File: src/hdl/dda_pkg.sv
// ----------------------------------------------------------------------------
// dda_pkg
// Shared widths, payload helpers and control types of the DDA line rasteriser.
// ----------------------------------------------------------------------------
package dda_pkg;

    localparam int COORD_W      = 6;
    localparam int COLOR_W      = 32;
    localparam int TILE_SIZE_DEF = 64;

    // Control from the sequencer to each axis accumulator
    typedef struct packed {
        logic load;
        logic step;
    } axis_ctrl_t;

    // Clamp a coordinate at or above the tile size to the last tile column
    function automatic logic [COORD_W-1:0] clamp_coord(
        input logic [COORD_W-1:0] v,
        input logic [COORD_W:0]   tile
    );
        logic [COORD_W:0] lim;
        lim = tile - 1'b1;
        if ({1'b0, v} >= tile)
            return lim[COORD_W-1:0];
        return v;
    endfunction

endpackage

File: src/hdl/dda_line_if.sv
// ----------------------------------------------------------------------------
// dda_line_if
// Line command channel: start point, end point and colour.
// ----------------------------------------------------------------------------
interface dda_line_if;
    import dda_pkg::*;

    logic               valid;
    logic               ready;
    logic [COORD_W-1:0] x_start;
    logic [COORD_W-1:0] y_start;
    logic [COORD_W-1:0] x_end;
    logic [COORD_W-1:0] y_end;
    logic [COLOR_W-1:0] line_color;

    modport source (output valid, output x_start, output y_start, output x_end,
                    output y_end, output line_color, input ready);
    modport sink   (input valid, input x_start, input y_start, input x_end,
                    input y_end, input line_color, output ready);
endinterface

File: src/hdl/dda_pixel_if.sv
// ----------------------------------------------------------------------------
// dda_pixel_if
// Pixel channel: coordinates, colour and end-of-line flag.
// ----------------------------------------------------------------------------
interface dda_pixel_if;
    import dda_pkg::*;

    logic               valid;
    logic               ready;
    logic [COORD_W-1:0] pixel_x;
    logic [COORD_W-1:0] pixel_y;
    logic [COLOR_W-1:0] pixel_color;
    logic               last_pixel;

    modport source (output valid, output pixel_x, output pixel_y, output pixel_color,
                    output last_pixel, input ready);
    modport sink   (input valid, input pixel_x, input pixel_y, input pixel_color,
                    input last_pixel, output ready);
endinterface

File: src/hdl/dda_axis.sv
// ----------------------------------------------------------------------------
// dda_axis
// Remainder accumulator for one axis: exact floor(start + i*delta/L + 1/2).
// ----------------------------------------------------------------------------
module dda_axis (
    input  logic                                 clk,
    input  dda_pkg::axis_ctrl_t                  ctrl,
    input  logic        [dda_pkg::COORD_W-1:0]   start,
    input  logic signed [dda_pkg::COORD_W:0]     delta,
    input  logic        [dda_pkg::COORD_W-1:0]   len,
    output logic        [dda_pkg::COORD_W-1:0]   pos
);
    import dda_pkg::*;

    localparam int D_W = COORD_W + 2;   // twice the delta, signed
    localparam int R_W = COORD_W + 3;   // remainder plus one step

    logic        [COORD_W-1:0] pos_reg,   pos_next;
    logic signed [R_W-1:0]     rem_reg,   rem_next;
    logic signed [D_W-1:0]     twod_reg;
    logic signed [D_W-1:0]     twol_reg;
    logic signed [R_W-1:0]     rem_sum;

    assign rem_sum = rem_reg + R_W'(twod_reg);

    always_comb
    begin
        pos_next = pos_reg;
        rem_next = rem_reg;
        if (ctrl.load)
        begin
            pos_next = start;
            rem_next = $signed(R_W'(len));
        end
        else if (ctrl.step)
        begin
            // one correction keeps the remainder in [0, 2L)
            if (rem_sum >= R_W'(twol_reg))
            begin
                rem_next = rem_sum - R_W'(twol_reg);
                pos_next = pos_reg + 1'b1;
            end
            else if (rem_sum < 0)
            begin
                rem_next = rem_sum + R_W'(twol_reg);
                pos_next = pos_reg - 1'b1;
            end
            else
            begin
                rem_next = rem_sum;
            end
        end
    end

    always_ff @(posedge clk)
    begin
        pos_reg <= pos_next;
        rem_reg <= rem_next;
        if (ctrl.load)
        begin
            twod_reg <= {delta, 1'b0};
            twol_reg <= $signed({1'b0, len, 1'b0});
        end
    end

    assign pos = pos_reg;

endmodule

File: src/hdl/dda_line_rasterizer.sv
// ----------------------------------------------------------------------------
// dda_line_rasterizer
// Output: a command transfer moves the sequencer to ST_RUN and loads the axis
// accumulators; the output register then takes the first pixel; L+1 pixels a line.
// Throughput: one pixel a cycle unless the pixel sink stalls; commands only in ST_IDLE.
// Reset: rst_n asynchronous, clears sequencer and output valid, not the payload.
// ----------------------------------------------------------------------------
module dda_line_rasterizer #(
    parameter int TILE_SIZE = dda_pkg::TILE_SIZE_DEF
) (
    input  logic         clk,
    input  logic         rst_n,
    dda_line_if.sink     cmd,
    dda_pixel_if.source  pix
);
    import dda_pkg::*;

    localparam logic [COORD_W:0] TILE = (COORD_W+1)'(TILE_SIZE);

    typedef enum logic [1:0] {
        ST_IDLE = 2'b01,
        ST_RUN  = 2'b10
    } state_t;

    state_t              state_reg, state_next;
    logic [COORD_W-1:0]  remain_reg, remain_next;
    logic [COLOR_W-1:0]  color_reg;
    logic                out_valid_reg, out_valid_next;
    logic [COORD_W-1:0]  out_x_reg, out_y_reg;
    logic [COLOR_W-1:0]  out_color_reg;
    logic                out_last_reg;

    logic [COORD_W-1:0]        x0, y0, x1, y1;
    logic signed [COORD_W:0]   dx, dy;
    logic signed [COORD_W:0]   ndx, ndy;
    logic [COORD_W-1:0]        ax, ay, len;
    logic                      cmd_xfer, emit, last;
    axis_ctrl_t                actl;
    logic [COORD_W-1:0]        pos_x, pos_y;

    assign x0 = clamp_coord(cmd.x_start, TILE);
    assign y0 = clamp_coord(cmd.y_start, TILE);
    assign x1 = clamp_coord(cmd.x_end, TILE);
    assign y1 = clamp_coord(cmd.y_end, TILE);

    assign dx  = $signed({1'b0, x1}) - $signed({1'b0, x0});
    assign dy  = $signed({1'b0, y1}) - $signed({1'b0, y0});
    assign ndx = -dx;
    assign ndy = -dy;
    assign ax  = dx[COORD_W] ? ndx[COORD_W-1:0] : dx[COORD_W-1:0];
    assign ay  = dy[COORD_W] ? ndy[COORD_W-1:0] : dy[COORD_W-1:0];
    assign len = (ax >= ay) ? ax : ay;

    assign cmd.ready = (state_reg == ST_IDLE);
    assign cmd_xfer  = cmd.valid && cmd.ready;

    // load the output register when it is empty or its pixel leaves now
    assign emit = (state_reg == ST_RUN) && (!out_valid_reg || pix.ready);
    assign last = (remain_reg == '0);

    assign actl.load = cmd_xfer;
    assign actl.step = emit && !last;

    dda_axis u_axis_x (
        .clk   (clk),
        .ctrl  (actl),
        .start (x0),
        .delta (dx),
        .len   (len),
        .pos   (pos_x)
    );

    dda_axis u_axis_y (
        .clk   (clk),
        .ctrl  (actl),
        .start (y0),
        .delta (dy),
        .len   (len),
        .pos   (pos_y)
    );

    always_comb
    begin
        state_next     = state_reg;
        remain_next    = remain_reg;
        out_valid_next = out_valid_reg;
        if (out_valid_reg && pix.ready)
            out_valid_next = 1'b0;
        case (state_reg)
            ST_IDLE:
            begin
                if (cmd_xfer)
                begin
                    remain_next = len;
                    state_next  = ST_RUN;
                end
            end
            ST_RUN:
            begin
                if (emit)
                begin
                    out_valid_next = 1'b1;
                    if (last)
                        state_next = ST_IDLE;
                    else
                        remain_next = remain_reg - 1'b1;
                end
            end
            default:
            begin
                state_next = ST_IDLE;
            end
        endcase
    end

    always_ff @(posedge clk or negedge rst_n)
    begin
        if (!rst_n)
        begin
            state_reg     <= ST_IDLE;
            remain_reg    <= '0;
            out_valid_reg <= 1'b0;
        end
        else
        begin
            state_reg     <= state_next;
            remain_reg    <= remain_next;
            out_valid_reg <= out_valid_next;
        end
    end

    always_ff @(posedge clk)
    begin
        if (cmd_xfer)
            color_reg <= cmd.line_color;
        if (emit)
        begin
            out_x_reg     <= pos_x;
            out_y_reg     <= pos_y;
            out_color_reg <= color_reg;
            out_last_reg  <= last;
        end
    end

    assign pix.valid       = out_valid_reg;
    assign pix.pixel_x     = out_x_reg;
    assign pix.pixel_y     = out_y_reg;
    assign pix.pixel_color = out_color_reg;
    assign pix.last_pixel  = out_last_reg;

endmodule
File: src/flat_wrapper.sv
// flat-port wrapper written by rule: the top's interface ports become plain ports
module dda_line_rasterizer_flat import dda_pkg::*;
#(
    parameter int TILE_SIZE = dda_pkg::TILE_SIZE_DEF
)
  (clk, rst_n, cmd_valid, cmd_x_start, cmd_y_start, cmd_x_end, cmd_y_end, cmd_line_color, cmd_ready, pix_valid, pix_pixel_x, pix_pixel_y, pix_pixel_color, pix_last_pixel, pix_ready);
  dda_line_if cmd_i ();
  dda_pixel_if pix_i ();
  input  logic clk;
  input  logic rst_n;
  input wire logic [$bits(cmd_i.valid)-1:0] cmd_valid;
  input wire logic [$bits(cmd_i.x_start)-1:0] cmd_x_start;
  input wire logic [$bits(cmd_i.y_start)-1:0] cmd_y_start;
  input wire logic [$bits(cmd_i.x_end)-1:0] cmd_x_end;
  input wire logic [$bits(cmd_i.y_end)-1:0] cmd_y_end;
  input wire logic [$bits(cmd_i.line_color)-1:0] cmd_line_color;
  output wire logic [$bits(cmd_i.ready)-1:0] cmd_ready;
  output wire logic [$bits(pix_i.valid)-1:0] pix_valid;
  output wire logic [$bits(pix_i.pixel_x)-1:0] pix_pixel_x;
  output wire logic [$bits(pix_i.pixel_y)-1:0] pix_pixel_y;
  output wire logic [$bits(pix_i.pixel_color)-1:0] pix_pixel_color;
  output wire logic [$bits(pix_i.last_pixel)-1:0] pix_last_pixel;
  input wire logic [$bits(pix_i.ready)-1:0] pix_ready;
  assign cmd_i.valid = cmd_valid;
  assign cmd_i.x_start = cmd_x_start;
  assign cmd_i.y_start = cmd_y_start;
  assign cmd_i.x_end = cmd_x_end;
  assign cmd_i.y_end = cmd_y_end;
  assign cmd_i.line_color = cmd_line_color;
  assign cmd_ready = cmd_i.ready;
  assign pix_valid = pix_i.valid;
  assign pix_pixel_x = pix_i.pixel_x;
  assign pix_pixel_y = pix_i.pixel_y;
  assign pix_pixel_color = pix_i.pixel_color;
  assign pix_last_pixel = pix_i.last_pixel;
  assign pix_i.ready = pix_ready;
  dda_line_rasterizer #(.TILE_SIZE(TILE_SIZE)) u_core (.clk(clk), .rst_n(rst_n), .cmd(cmd_i), .pix(pix_i));
endmodule
File: config.mk
export PLATFORM = sky130hd
export DESIGN_NAME = dda_line_rasterizer_flat
export DESIGN_NICKNAME = d
export VERILOG_FILES = /design/src/hdl/dda_pkg.sv /design/src/hdl/dda_line_if.sv /design/src/hdl/dda_pixel_if.sv /design/src/hdl/dda_axis.sv /design/src/hdl/dda_line_rasterizer.sv /design/src/flat_wrapper.sv
export SDC_FILE = /design/constraint.sdc
export NUM_CORES = 1
export LEC_CHECK = 0
export ABC_AREA = 0
export BUFFER_PORTS_ARGS = -buffer_cell sky130_fd_sc_hd__buf_4
export CAP_MARGIN = 20
export CORE_AREA = 2 2 159 161
export CTS_CLUSTER_DIAMETER = 80
export DETAILED_ROUTE_END_ITERATION = 16
export DIE_AREA = 0 0 161 163
export SETUP_SLACK_MARGIN = 0.2
export SYNTH_ARGS = -nofsm -noshare
export SYNTH_HDL_FRONTEND = slang
export SYNTH_SLANG_ARGS = --single-unit
File: constraint.sdc
create_clock -name clk -period 7.1 [get_ports clk]
set_input_delay 1.065 -clock clk [delete_from_list [all_inputs] [get_ports clk]]
set_output_delay 1.065 -clock clk [all_outputs]
set_load 0.02 [all_outputs]
==> impl_metrics.toml <==
[run_status]
status = "complete, no violations"

[clock_network]
cts_sinks = 135
post_cts_buffers = 0
postCtsResizedCells = 0
root_buffer = "clkbuf_16"
clock_latency_ns = 0.43
htreeDepth = 4
cts_tree = "done"
hold_buffers = 0
clkTransAtPathRegs_ns = 0.06
cts_buffers = 17
cts.path.max_buffers = 2

[floorplanning]
ios = 107
initial_core_util_pct = 31.35
core_mm2 = 0.02467
die_area_mm2 = 0.02624
die_w_um = 161
fp-row-count = 58
die_height_um = 163

[yosys]
synth.area.mux_share_pct = 1.698
synth_compound_area_share_pct = 14.88
synth_cell_type_count = 62
synth_cells = 672
synthSimpleGateAreaFrac_pct = 8.525
synth_area_mm2 = 0.007735
synthAdderAreaFrac_pct = 13.59
synth_area_per_cell_um2 = 11.51
ys.warnings.count = 0
synthFlopType = "edfxtp_1"
synth_edf_count = 120
synthArstFlopShare_pct = 6.667
synth_top_family_by_area = "compound AO/OA/AOI/OAI gates"
synth-xor-area-share_pct = 5.775
syn_nets = 810
ys_seq_area_share_pct = 51.07
synth-seq-cells = 135

[sta]
fin_tns_setup_ns = 0
max_freq_mhz = 204.0
hold_viol = 0
fin_crit_sh_pct = 69.04
finClkSkew_ns = 0.01841
fin_crit_ns = 4.902
setup_violations = 0
tightest_slew_ns = 0.9307
relSlewSlack_pct = 37.51
rsz0062_at_grt = "no"
holdWs_ns = 0.4144
drv_slew = 0

[layout]
diodes = 0
fin_nets = 924
multi_input_area_mm2 = 0.003447
seq_area_mm2 = 0.003950
area_growth_pct = 23.13
fill_cells = 2416
drive_gt1_share_pct = 20.15
stdcell_count = 1129

[detailed_routing]
wl_per_cell_um = 15.50
post-route-drc-count = 0
drt_pre_antenna_iters = 5
ant_nets = 0
vias_per_cell = 4.735
vias = 5346
totalWireLength_um = 17500
drt_iter0_drc = 330

[worst_setup_path]
slowest_stage = "and3b_1"
worstPathCellList = "ha_1 -> fa_1 -> xor2_1 -> ha_1 -> a211oi_1 -> o21bai_1 -> a21oi_1 -> and3b_1 -> nor2_2 -> inv_1 -> ha_1 -> a21o_1 -> a21oi_1 -> o21bai_1 -> a21oi_1 -> xor2_1 -> xnor2_1 -> a21oi_1"
worstPathMaxFanout = 10
worstSetupStartpointType = "flip-flop"
crit_type = "flip-flop to flip-flop"
cp_slowest_stage_delay_ns = 0.45
crit_buf_inv = 1
crit_required_ns = 7.25
crit_family = "compound AO/OA/AOI/OAI gates"
cp.arrival_ns = 5.06
cpMostUsedCell = "a21oi_1"
end_kind = "flip-flop"

[placed_design]
routabilityCongestion = 0.8310
dp_hpwl_um = 13200
io_buffers = 106
dp_cells = 1096

[global_route]
grt_start_max_net_pins = 47
antenna_found_initial = 0
grt.overflow.total = 0
grt_use_total_pct = 13.68
grt_pass1_vias = 5354
grt_pass1_wl_um = 28110

[flow_run]
cap_violations = 0

[worst_hold_path]
holdCritPathClass = "flip-flop to flip-flop"
## cells in the final DEF (no fill, tap or decap), types with 3 or more instances in the layout
cell,synthesis,routed
nor2b_1,8,8
dfrtp_1,8,8
a221oi_1,4,4
o22ai_1,6,6
buf_4,1,110
o21bai_1,7,7
nor2_1,39,38
clkinv_4,0,6
a21o_1,14,14
dfxtp_1,6,6
nand3_1,7,7
o21a_1,6,6
fa_1,10,10
inv_1,74,73
a31oi_1,4,4
a211oi_1,10,10
bufinv_16,0,3
o31ai_1,6,6
nand2_1,25,25
mux2i_1,12,12
a21oi_1,59,59
and2_1,3,3
clkbuf_16,0,17
nor3b_1,3,3
edfxtp_1,120,120
nor3_1,10,10
or2_2,6,6
nand2b_1,12,12
ha_1,68,68
xor2_1,18,18
xnor2_1,33,33
o21ai_0,36,36
## worst reg2reg max path: cells and delay by family, from the launching register on
kind / cells / cell delay [ns]
xor gates and xnor gates: 3 / 0.70
adders and majority gates: 4 / 1.33
AOI/OAI and AO/OA: 8 / 1.44
and+or+nand+nor: 2 / 0.59
buffers and inverters: 1 / 0.20
DFF: 1 / 0.37
## final timing paths
kind,start,end,slack [ns],depth (start not counted)
max in group asynchronous,rst_n,u_core.state_reg[0]$_DFFE_PN1P_,6.40,1
max reg2reg,u_core.u_axis_x.rem_reg[1]$_DFFE_PP_,u_core.u_axis_x.pos[5]$_DFFE_PP_,2.20,18
min in group asynchronous,rst_n,u_core.pix.valid$_DFF_PN0_,0.47,1
min,u_core.color_reg[9]$_DFFE_PP_,u_core.pix.pixel_color[9]$_DFFE_PP_,0.41,0
max,u_core.u_axis_x.rem_reg[1]$_DFFE_PP_,u_core.u_axis_x.pos[5]$_DFFE_PP_,2.20,18
min reg2reg,u_core.color_reg[9]$_DFFE_PP_,u_core.pix.pixel_color[9]$_DFFE_PP_,0.41,0
## through the flow
stage	util [%]	setup WS, ns	cell area [µm²]
after floorplan	-	2.316	7735
after global placement	36.13	2.184	8914
after detailed placement	36.13	2.077	8914
after CTS	38.58	2.268	9519
after global routing	38.60	1.849	9524
final	38.60	2.198	9524
## cell families after synthesis
group / count (synthesis)
xor+xnor: 51
compound gates: 178
buf+inv: 90
mux: 13
simple gates: 127
flops: 135
fa+ha+maj: 78
## synthesized netlist by cell type, types with 3 or more instances
master / n / area [µm²]
a21oi_1: 59 / 295.3
inv_1: 74 / 277.8
buf_2: 3 / 15.01
a221oi_1: 4 / 35.03
buf_1: 3 / 11.26
and2_1: 3 / 18.77
nor2b_1: 8 / 50.05
nor3b_1: 3 / 22.52
a31oi_1: 4 / 25.02
dfrtp_1: 8 / 200.2
a211oi_1: 10 / 75.07
nor3_1: 10 / 50.05
a21o_1: 14 / 105.1
clkbuf_1: 9 / 33.78
o22ai_1: 6 / 37.54
or2_2: 6 / 37.54
nand2b_1: 12 / 75.07
dfxtp_1: 6 / 120.1
o21ai_0: 36 / 180.2
ha_1: 68 / 850.8
o31ai_1: 6 / 45.04
xnor2_1: 33 / 289.0
mux2i_1: 12 / 120.1
edfxtp_1: 120 / 3603
nand3_1: 7 / 35.03
fa_1: 10 / 200.2
xor2_1: 18 / 157.7
o21a_1: 6 / 45.04
o21bai_1: 7 / 52.55
nand2_1: 25 / 93.84
nor2_1: 39 / 146.4
## per-layer routing
layer / global-route usage (%) / routed length [µm] / up-vias
met5: 0 / 0 / -
met4: 3.977 / 171 / 0
met3: 2.827 / 723 / 16
met2: 21.83 / 8300 / 124
met1: 18.83 / 8307 / 2531
li1: - / - / 2675
## final cells by class
| cell class | instances | share of cell area (%) |
|---|---|---|
| clock buffer | 18 | 4.506 |
| clock inverter | 14 | 1.852 |
| inverter | 74 | 2.916 |
| multi-input combinational | 447 | 36.19 |
| sequential | 135 | 41.47 |
| tap | 330 | 4.335 |
| timing repair buffer | 111 | 8.723 |
Power is left out: the tool's default activity adds up to more than one toggle a clock period on the data nets, which glitch-free logic cannot reach.
